## config.mk

```make
export PLATFORM = sky130hd
export DESIGN_NAME = hall_six_step_commutator
export DESIGN_NICKNAME = d
export VERILOG_FILES = /design/src/hdl/hss_pkg.sv /design/src/hdl/hall_six_step_commutator.sv
export VERILOG_INCLUDE_DIRS = /design/src /design/src/hdl
export SDC_FILE = /design/constraint.sdc
export NUM_CORES = 1
export LEC_CHECK = 0
export BUFFER_PORTS_ARGS = -buffer_cell sky130_fd_sc_hd__buf_2
export CAP_MARGIN = 20
export CORE_MARGIN = 4
export CORE_UTILIZATION = 52
export DETAILED_ROUTE_END_ITERATION = 12
export PLACE_DENSITY_LB_ADDON = 0.3
export REMOVE_ABC_BUFFERS = 1
export SLEW_MARGIN = 20
export SYNTH_ARGS = -nofsm -noshare
export SYNTH_HDL_FRONTEND = slang
export SYNTH_SLANG_ARGS = --single-unit
export TNS_END_PERCENT = 100
```

## constraint.sdc

```tcl
create_clock -name i_clk -period 3.7 [get_ports i_clk]
set_input_delay 0.185 -clock i_clk [delete_from_list [all_inputs] [get_ports i_clk]]
set_output_delay 0.185 -clock i_clk [all_outputs]
set_load 0.01 [all_outputs]
```

## src/hdl/hall_six_step_commutator_macros.svh

```systemverilog
// Assertion macros for the six-step Hall commutator.
// Expects i_clk and i_rst_n in the scope of the module that includes it.
`ifndef HALL_SIX_STEP_COMMUTATOR_MACROS_SVH
`define HALL_SIX_STEP_COMMUTATOR_MACROS_SVH

// same-cycle implication, checked out of reset
`define HSS_ASSERT_NOW(label, ante, cons, msg) \
    label: assert property (@(posedge i_clk) disable iff (!i_rst_n) (ante) |-> (cons)) \
        else $error(msg);

// next-cycle implication, checked out of reset
`define HSS_ASSERT_NEXT(label, ante, cons, msg) \
    label: assert property (@(posedge i_clk) disable iff (!i_rst_n) (ante) |=> (cons)) \
        else $error(msg);

`endif

```

## src/hdl/hss_pkg.sv

```systemverilog
// Shared types, codes and commutation tables for the six-step Hall commutator.
// No dependencies.
package hss_pkg;

    localparam int MOTOR_W = 2;
    localparam int HALL_W  = 3;
    localparam int DUTY_W  = 10;
    localparam int CNT_W   = 32;
    localparam int CFG_IDX_W = 3;
    localparam int CFG_DAT_W = 10;
    localparam int NUM_DUTY_REGS = 3;

    typedef enum logic [CFG_IDX_W-1:0] {
        CFG_ENABLE  = 3'd0,
        CFG_REVERSE = 3'd1,
        CFG_DUTY0   = 3'd2,
        CFG_DUTY1   = 3'd3,
        CFG_DUTY2   = 3'd4
    } t_cfg_idx;

    localparam logic ACT_HALL  = 1'b0;
    localparam logic ACT_CLEAR = 1'b1;

    localparam logic [HALL_W-1:0] HALL_ALL_LOW  = 3'd0;
    localparam logic [HALL_W-1:0] HALL_ALL_HIGH = 3'd7;
    localparam logic [HALL_W:0]   HALL_NONE     = 4'hF;

    typedef struct packed {
        logic [2:0]        high;
        logic [2:0]        low;
        logic [DUTY_W-1:0] duty;
        logic              updated;
        logic              fault;
        logic [CNT_W-1:0]  comm;
        logic [CNT_W-1:0]  err;
    } t_lane_res;

    // forward sequence; reverse swaps the high and low tables
    function automatic logic [2:0] fwd_high(input logic [HALL_W-1:0] h);
        logic [2:0] r;
        case (h)
            3'd1:    r = 3'b001;
            3'd2:    r = 3'b100;
            3'd3:    r = 3'b100;
            3'd4:    r = 3'b010;
            3'd5:    r = 3'b001;
            3'd6:    r = 3'b010;
            default: r = 3'b000;
        endcase
        return r;
    endfunction

    function automatic logic [2:0] fwd_low(input logic [HALL_W-1:0] h);
        logic [2:0] r;
        case (h)
            3'd1:    r = 3'b010;
            3'd2:    r = 3'b001;
            3'd3:    r = 3'b010;
            3'd4:    r = 3'b100;
            3'd5:    r = 3'b100;
            3'd6:    r = 3'b001;
            default: r = 3'b000;
        endcase
        return r;
    endfunction

endpackage

```

## src/hdl/hall_six_step_commutator.sv

```systemverilog
// A word taken on the slave side passes the input register, then the result register, to the master side.
// Throughput: one word per cycle while the master side is ready; per-motor state is
// updated in the result stage so back-to-back words for one motor see fresh state.
// Reset: synchronous, active low; clears valids, enables, counters, drives; last Hall to none.
// Depends on hss_pkg and hall_six_step_commutator_macros.svh.
`include "hall_six_step_commutator_macros.svh"

module hall_six_step_commutator #(
    parameter int MOTORS       = 3,
    parameter int DUTY_MAX     = 1023,
    parameter int DUTY_DEFAULT = 0
) (
    input  logic                              i_clk,
    input  logic                              i_rst_n,
    // slave side
    input  logic                              i_s_tvalid,
    output logic                              o_s_tready,
    input  logic [7:0]                        i_s_tdata,   // motor[1:0], hall[4:2], zero pad
    input  logic                              i_s_tuser,   // action
    // master side
    output logic                              o_m_tvalid,
    input  logic                              i_m_tready,
    // motor_out[1:0], high_side_mask[4:2], low_side_mask[7:5], drive_duty[17:8],
    // drive_updated[18], hall_fault[19], commutations[51:20], hall_error_total[83:52]
    output logic [87:0]                       o_m_tdata,
    // configuration write
    input  logic                              i_cfg_valid,
    output logic                              o_cfg_ready,
    input  logic [hss_pkg::CFG_IDX_W-1:0]     i_cfg_index,
    input  logic [hss_pkg::CFG_DAT_W-1:0]     i_cfg_data
);

    localparam int NST = (MOTORS < 4) ? MOTORS : 4;
    localparam int DUTY_RST = (DUTY_DEFAULT > DUTY_MAX) ? DUTY_MAX : DUTY_DEFAULT;
    localparam logic [16:0] DUTY_CAP = 17'(DUTY_MAX);
    localparam int DW = hss_pkg::DUTY_W;
    localparam int CW = hss_pkg::CNT_W;

    // ---------------- configuration ----------------
    logic [2:0]    r_enable;
    logic [2:0]    r_reverse;
    logic [DW-1:0] r_duty [hss_pkg::NUM_DUTY_REGS];
    logic          cfg_wr;
    logic [DW-1:0] cfg_duty_sat;

    assign o_cfg_ready = 1'b1;
    assign cfg_wr      = i_cfg_valid;
    assign cfg_duty_sat = ({7'd0, i_cfg_data} > DUTY_CAP) ? DUTY_CAP[DW-1:0] : i_cfg_data;

    always_ff @(posedge i_clk) begin
        if (!i_rst_n) begin
            r_enable  <= '0;
            r_reverse <= '0;
            for (int k = 0; k < hss_pkg::NUM_DUTY_REGS; k++) begin
                r_duty[k] <= DW'(DUTY_RST);
            end
        end else if (cfg_wr) begin
            case (i_cfg_index)
                hss_pkg::CFG_ENABLE:  r_enable  <= i_cfg_data[2:0];
                hss_pkg::CFG_REVERSE: r_reverse <= i_cfg_data[2:0];
                hss_pkg::CFG_DUTY0:   r_duty[0] <= cfg_duty_sat;
                hss_pkg::CFG_DUTY1:   r_duty[1] <= cfg_duty_sat;
                hss_pkg::CFG_DUTY2:   r_duty[2] <= cfg_duty_sat;
                default: ;
            endcase
        end
    end

    // ---------------- input register ----------------
    logic                            r_in_valid;
    logic                            r_in_action;
    logic [hss_pkg::MOTOR_W-1:0]     r_in_motor;
    logic [hss_pkg::HALL_W-1:0]      r_in_hall;
    logic                            r_out_valid;
    logic                            advance;

    assign advance    = r_in_valid && (!r_out_valid || i_m_tready);
    assign o_s_tready = !r_in_valid || advance;

    always_ff @(posedge i_clk) begin
        if (!i_rst_n) begin
            r_in_valid <= 1'b0;
        end else if (o_s_tready) begin
            r_in_valid <= i_s_tvalid;
        end
    end

    always_ff @(posedge i_clk) begin
        if (i_s_tvalid && o_s_tready) begin
            r_in_action <= i_s_tuser;
            r_in_motor  <= i_s_tdata[1:0];
            r_in_hall   <= i_s_tdata[4:2];
        end
    end

    // ---------------- per-motor lanes ----------------
    hss_pkg::t_lane_res lane_res [NST];
    logic               enable_clear_wr;

    assign enable_clear_wr = cfg_wr && (i_cfg_index == hss_pkg::CFG_ENABLE);

    for (genvar g = 0; g < NST; g++) begin : g_lane
        logic [hss_pkg::HALL_W:0] r_last;
        logic [CW-1:0]            r_comm;
        logic [CW-1:0]            r_err;
        logic [2:0]               r_high;
        logic [2:0]               r_low;
        logic [DW-1:0]            r_cur_duty;
        logic [hss_pkg::HALL_W:0] n_last;
        logic [CW-1:0]            n_comm;
        logic [CW-1:0]            n_err;
        logic [2:0]               n_high;
        logic [2:0]               n_low;
        logic [DW-1:0]            n_cur_duty;
        logic                     upd;
        logic                     fault;
        logic                     hit;
        logic                     en;
        logic                     rev;
        logic [DW-1:0]            duty_src;
        logic                     cut;

        if (g < 3) begin : g_reg
            assign en       = r_enable[g];
            assign rev      = r_reverse[g];
            assign duty_src = r_duty[g];
            assign cut      = enable_clear_wr && r_enable[g] && !i_cfg_data[g];
        end else begin : g_noreg
            assign en       = 1'b0;
            assign rev      = 1'b0;
            assign duty_src = '0;
            assign cut      = 1'b0;
        end

        assign hit = advance && (r_in_motor == hss_pkg::MOTOR_W'(g));

        always_comb begin
            n_last     = r_last;
            n_comm     = r_comm;
            n_err      = r_err;
            n_high     = r_high;
            n_low      = r_low;
            n_cur_duty = r_cur_duty;
            upd        = 1'b0;
            fault      = 1'b0;
            if (hit) begin
                if (r_in_action == hss_pkg::ACT_CLEAR) begin
                    n_comm = '0;
                end else if (r_in_hall == hss_pkg::HALL_ALL_LOW ||
                             r_in_hall == hss_pkg::HALL_ALL_HIGH) begin
                    // last Hall left as is: returning to it keeps the drive off
                    fault      = 1'b1;
                    upd        = 1'b1;
                    n_err      = r_err + CW'(1);
                    n_high     = '0;
                    n_low      = '0;
                    n_cur_duty = '0;
                end else if ({1'b0, r_in_hall} != r_last) begin
                    upd    = 1'b1;
                    n_last = {1'b0, r_in_hall};
                    if (!en) begin
                        n_high     = '0;
                        n_low      = '0;
                        n_cur_duty = '0;
                    end else begin
                        n_comm     = r_comm + CW'(1);
                        n_high     = rev ? hss_pkg::fwd_low(r_in_hall)
                                         : hss_pkg::fwd_high(r_in_hall);
                        n_low      = rev ? hss_pkg::fwd_high(r_in_hall)
                                         : hss_pkg::fwd_low(r_in_hall);
                        n_cur_duty = duty_src;
                    end
                end
            end else if (cut) begin
                n_high     = '0;
                n_low      = '0;
                n_cur_duty = '0;
            end
        end

        always_ff @(posedge i_clk) begin
            if (!i_rst_n) begin
                r_last     <= hss_pkg::HALL_NONE;
                r_comm     <= '0;
                r_err      <= '0;
                r_high     <= '0;
                r_low      <= '0;
                r_cur_duty <= '0;
            end else begin
                r_last     <= n_last;
                r_comm     <= n_comm;
                r_err      <= n_err;
                r_high     <= n_high;
                r_low      <= n_low;
                r_cur_duty <= n_cur_duty;
            end
        end

        assign lane_res[g] = '{high: n_high, low: n_low, duty: n_cur_duty,
                               updated: upd, fault: fault, comm: n_comm, err: n_err};
    end

    // ---------------- result register ----------------
    hss_pkg::t_lane_res res;
    hss_pkg::t_lane_res r_res;
    logic [hss_pkg::MOTOR_W-1:0] r_out_motor;

    // motor beyond the lanes gives an all-zero result; only the motor field is carried
    always_comb begin
        res = '0;
        for (int k = 0; k < NST; k++) begin
            if (r_in_motor == hss_pkg::MOTOR_W'(k)) begin
                res = lane_res[k];
            end
        end
    end

    always_ff @(posedge i_clk) begin
        if (!i_rst_n) begin
            r_out_valid <= 1'b0;
        end else if (advance) begin
            r_out_valid <= 1'b1;
        end else if (i_m_tready) begin
            r_out_valid <= 1'b0;
        end
    end

    always_ff @(posedge i_clk) begin
        if (advance) begin
            r_res       <= res;
            r_out_motor <= r_in_motor;
        end
    end

    assign o_m_tvalid = r_out_valid;
    assign o_m_tdata  = {4'd0, r_res.err, r_res.comm, r_res.fault, r_res.updated,
                         r_res.duty, r_res.low, r_res.high, r_out_motor};

    // ---------------- checks ----------------
    `HSS_ASSERT_NOW(a_fault_drive_off,
        r_out_valid && r_res.fault,
        r_res.high == 3'd0 && r_res.low == 3'd0 && r_res.duty == '0 && r_res.updated,
        "Hall fault word with drive still on")
    `HSS_ASSERT_NOW(a_phase_pair,
        r_out_valid && r_res.high != 3'd0,
        $onehot(r_res.high) && $onehot(r_res.low) && (r_res.high & r_res.low) == 3'd0,
        "high and low phase masks not a single distinct pair")
    `HSS_ASSERT_NEXT(a_in_held,
        r_in_valid && !advance,
        r_in_valid,
        "pending input word lost while stalled")
    `HSS_ASSERT_NOW(a_out_of_range_zero,
        r_out_valid && (32'(r_out_motor) >= 32'(MOTORS)),
        r_res.comm == '0 && r_res.err == '0 && !r_res.updated,
        "word for absent motor carries state")

endmodule

```

## After elaboration in Yosys (flattened, before gate mapping)

Memory sizes are Yosys's and may differ from the RTL's.
Cells that the tools add are included.

- Output and inout bits: 91
- Word-level logic and storage cells: 220
- Memories: 1
- Bits of input ports: 27
- Memory bits (writable): 30
- Register bits after elaboration: 350

Memory list:

| memory | words | bits a word | read ports | clocked after Yosys merged registers in | wr ports | RTL line | text |
|---|---|---|---|---|---|---|---|
| r_duty | 3 | 10 | 3 | 0 | 3 | hall_six_step_commutator.sv:42 | `logic [DW-1:0] r_duty [hss_pkg::NUM_DUTY_REGS];` |

- Muxes and demuxes: 124
- Reductions and logical operators: 35
- Bitwise operators: 5
- $add $sub $neg: 6
- Equality and inequality tests: 16

Operator list:

| cell | count |
|---|---|
| two-way mux 32 bit | 24 |
| two-way mux 82 bit | 3 |
| two-way mux 10 bit | 21 |
| adder 32 x 1 -> 32 bit, second input constant | 6 |
| two-way mux 3 bit | 42 |
| two-way mux 1 bit | 32 |
| one-hot mux 3 bit (3 select lines) | 2 |
| == test 3 bit, second input constant | 5 |
| == test 3 x 2 -> 1 bit, second input constant | 4 |
| logical AND 1 bit | 12 |
| != test 3 x 4 -> 1 bit | 3 |
| AND reduction 4 bit | 3 |
| OR reduction 2 bit | 6 |
| == test 3 x 1 -> 1 bit, second input constant | 2 |
| logical NOT 3 bit | 2 |
| logical NOT 1 bit | 5 |
| AND reduction 2 bit | 2 |
| logical OR 1 bit | 3 |
| OR 1 bit | 3 |
| == test 2 x 1 -> 1 bit, second input constant | 1 |
| == test 2 bit, second input constant | 1 |
| logical NOT 2 bit | 1 |
| NOT 1 bit | 2 |
| nonzero test 2 bit | 1 |

## Longest topological paths before layout

- Depth after elaboration: 12
- Mapped depth: 10
- Depth with buffers taken out: 7

## Worst setup path before layout

OpenSTA, ideal clock, no wires.

- Path kind: register to register
- Start point: reg r_out_valid (netlist: o_m_tvalid)
- End point: reg r_res, in the netlist o_m_tdata[51] (data pin)
- Path buffers: 2
- Required time: 3423 ps
- Library setup time: 277 ps
- Data arrival time: 3621 ps
- Cell stages (with the launch flop): 9
- Setup slack: -199 ps
- Period minus slack after synthesis: 3899 ps
- Cell sequence: dfxtp_1 nand2b_1 buf_2 nand2_1 inv_1 nand2_1 nand2_1 clkbuf_1 o221ai_1

RTL lines:

| element | RTL line | text |
|---|---|---|
| from (decl) | hall_six_step_commutator.sv:74 | `logic r_out_valid;` |
| from (signal assigned) | hall_six_step_commutator.sv:220 | `r_out_valid <= 1'b0;` |
| from (signal assigned) | hall_six_step_commutator.sv:222 | `r_out_valid <= 1'b1;` |
| from (signal assigned) | hall_six_step_commutator.sv:224 | `r_out_valid <= 1'b0;` |
| to (signal assigned) | hall_six_step_commutator.sv:230 | `r_res <= res;` |
| to (decl) | hall_six_step_commutator.sv:205 | `hss_pkg::t_lane_res r_res;` |

==> impl_metrics.py <==
metrics = {
    "run_status": {
        "status": "complete, but fails checks",
        "violations": "negative hold slack",
    },
    "place": {
        "place_ws_ns": 0.3990,
        "portBuffers": 109,
        "dp_hpwl_um": 33530,
        "gp_congestion": 0.8950,
    },
    "timing": {
        "min_period_ns": 3.406,
        "setup_tns_ns": 0,
        "fin_ws_ns": 0.2941,
        "rsz0062_at_grt": "no",
        "worst_slew_pin_slew_ns": 1.085,
        "drv_slew": 0,
        "final-hold-violation-count": 2,
        "slew_headroom_pct": 27.70,
        "fmax_mhz": 293.6,
        "setup_viol": 0,
        "timing.final.crit_share_pct": 92.05,
        "skew_ns": 0.01119,
        "hold_ws_ns": -0.0001258,
    },
    "job": {
        "cap_violations": 0,
    },
    "yosys": {
        "synthArstFlopShare_pct": 0,
        "yosysTopAreaCellShare_pct": 29.28,
        "yosys.area.top_type": "dfxtp_1",
        "syn_area_um2": 17780,
        "ys_seq_area_share_pct": 49.55,
        "synth_area_leaders": "dfxtp_1 (29%), edfxtp_1 (20%), xor2_1 (5.5%)",
        "synth_cell_types": 81,
        "avgSynthCellArea_um2": 9.783,
        "ys_seq_elements": 380,
        "ys.flop_type": "dfxtp_1",
        "ys_warn_count": 0,
        "netlist_instances": 1817,
        "synth_edf_count": 120,
    },
    "worst_setup_path": {
        "r2r.worst_path.cells": 8,
        "worstPathRequired_ns": 3.94,
        "r2r_setup_slack_ns": 0.29,
        "cp_slowest_cell": "edfxtp_1",
        "critPathBufInv": 2,
        "critical_path.top_delay_family": "simple AND/OR/NAND/NOR gates",
        "slowest_delay_ns": 0.72,
        "crit_path_end_kind": "register",
        "rr_endpoint": "o_m_tdata[45]",
        "crit_chain": "or3_4, nand4_1, buf_4, buf_4, nor4_2, nand4_1, xor2_1, o221ai_1",
        "cp-start-kind": "register",
        "path_max_fanout": 13,
        "timing.rr.start": "r_in_hall[2]",
        "worstPathArrival_ns": 3.65,
        "worst-setup-path-type": "reg2reg",
    },
    "detailed_routing": {
        "viasPerCell": 6.020,
        "firstDrtPassIters": 6,
        "drt-initial-drc-count": 1257,
        "vias": 14509,
        "post_drt_wl_per_cell_um": 19.96,
        "wirelength_um": 48110,
        "ant_nets": 0,
        "drc": 0,
    },
    "global_routing": {
        "first_global_vias": 14193,
        "grt_util_all_layers_pct": 25.55,
        "grt_max_degree": 81,
        "grt_overflow": 0,
        "grt_pass1_wl_um": 75890,
        "antenna_found_initial": 0,
    },
    "worst_hold_path": {
        "min_to": "r_duty[0][28]",
        "holdPathStages": 2,
        "hold_start": "i_cfg_data[8]",
        "hp-class": "in2reg",
    },
    "clocking": {
        "cts_inserted_buffers": 41,
        "clk_latency_ns": 0.54,
        "cts_tree": "done",
        "cts_setup_buffers": 0,
        "clockBufferDepth": 3,
        "clk_pin_slew_ns": 0.06,
        "cts_root_buf": "clkbuf_16",
        "cts_sinks": 380,
        "htreeDepth": 2,
        "cts_hold_buf": 13,
        "cts_resized": 0,
    },
    "floorplanning": {
        "fp.dieH_um": 192.9,
        "placeableCoreArea_um2": 33620,
        "initial_core_util_pct": 52.88,
        "die_w_um": 192.9,
        "dieArea_um2": 37210,
        "io_pins": 118,
        "rows": 67,
    },
    "layout": {
        "final_cell_mix": "dfxtp_1 (260), nor2_1 (179), nand2_1 (156)",
        "area_growth_pct": 13.96,
        "antennaDiodeCount": 0,
        "drive_above_1_share_pct": 14.27,
        "final_net_count": 1962,
        "final_common_cell": "dfxtp_1",
    },
    "power": {
        "p_leak_nw": 7.193,
        "power_density_nw_per_um2": 432.3,
        "ir_drop_uv": 380.0,
    },
}
-- layer usage --
layer / part of all wire, % / track usage (%) / wire length [um]
met1: 44 / 35.43 / 20940
met2: 46 / 41.62 / 22310
met3: 7.6 / 4.088 / 3633
met4: 2.5 / 7.298 / 1226
met5: 0 / 0 / 0
-- registers in the layout, summed over array words and instances (netlist names), 3 cells and up --
| name | flops |
|---|---|
| r_duty | 30 |
| g_lane.r_low | 9 |
| g_lane.r_comm | 96 |
| r_in_hall | 3 |
| g_lane.r_cur_duty | 30 |
| g_lane.r_err | 96 |
| g_lane.r_last | 12 |
| r_reverse | 3 |
| g_lane.r_high | 9 |
| o_m_tdata | 82 |
| r_enable | 3 |
-- per-stage QoR --
stage | instance area, um2 | util (%) | instances | power (mW)
2_1_floorplan | 17300 | - | 1711 | 4.682
3_3_place_gp | 18840 | 56.05 | 2321 | 4.886
3_5_place_dp | 18840 | 56.05 | 2321 | 4.894
4_1_cts | 20250 | 60.25 | 2410 | 8.813
5_1_grt | 20260 | 60.26 | 2410 | 9.012
6_report | 20260 | 60.26 | 2410 | 8.757
-- power by group --
group	total (mW)	internal [mW]	switching [mW]	leakage, nW
Combinational	0.409	0.120	0.289	3.34
Clock	3.93	2.27	1.67	0.626
Sequential	4.41	4.37	0.0421	3.23
-- synth_stat cells, drive strengths merged, types with 25 or more instances --
cell type and count:
and3 28, and4 32, nor2b 70, clkbuf 69, xor2 112, xnor2 71, nor2 181, nor4 58
mux2i 30, dfxtp 260, nand2 156, o21ai 52, and2 74, nand4 61, o221ai 41, nand3 83
nor3 44, edfxtp 120, inv 26, a22oi 25, buf 40
-- kinds of logic after synthesis --
family / Yosys count / share of synthesized area [%]
AND/OR/NAND/NOR: 836 / 25.04
flip-flops: 380 / 49.55
AO/OA/AOI/OAI: 236 / 10.39
XOR/XNOR: 183 / 9.017
buffers and inverters: 135 / 3.280
multiplexers: 39 / 2.259
adder cells (fa/ha/maj): 6 / 0.4223
other: 2 / 0.04225
-- worst max path at each step --
stage / slack, ns / start / endpoint / cells after the start
6_report: 0.29 / r_in_hall[2] / o_m_tdata[45] / 8
5_1_grt: 0.06 / r_in_hall[2] / o_m_tdata[27] / 7
4_1_cts: 0.36 / r_in_valid / o_m_tdata[79] / 6
3_5_place_dp: 0.40 / r_in_hall[2] / o_m_tdata[51] / 8
3_3_place_gp: 0.46 / r_in_hall[2] / o_m_tdata[45] / 8
2_1_floorplan: -1.36 / o_m_tvalid / g_lane[2].r_comm[19] / 6
-- worst reg2reg max path: cells and delay by family (launching register included) --
family,cells,cell delay [ns]
AO/OA/AOI/OAI,1,0.15
XOR/XNOR,1,0.30
buffers and inverters,2,0.56
flip-flops,1,0.72
AND/OR/NAND/NOR,4,1.39
-- area by class of cell --
cell class / instances / area, um2
clock inverter: 18 / 120.1
fill: 2859 / 13360
clock buffer: 58 / 1162
tap: 448 / 560.5
sequential: 380 / 8808
timing repair buffer: 175 / 1074
inverter: 26 / 100.1
multi-input combinational: 1305 / 8432
Note: power is estimated with default switching activity, not from simulation.
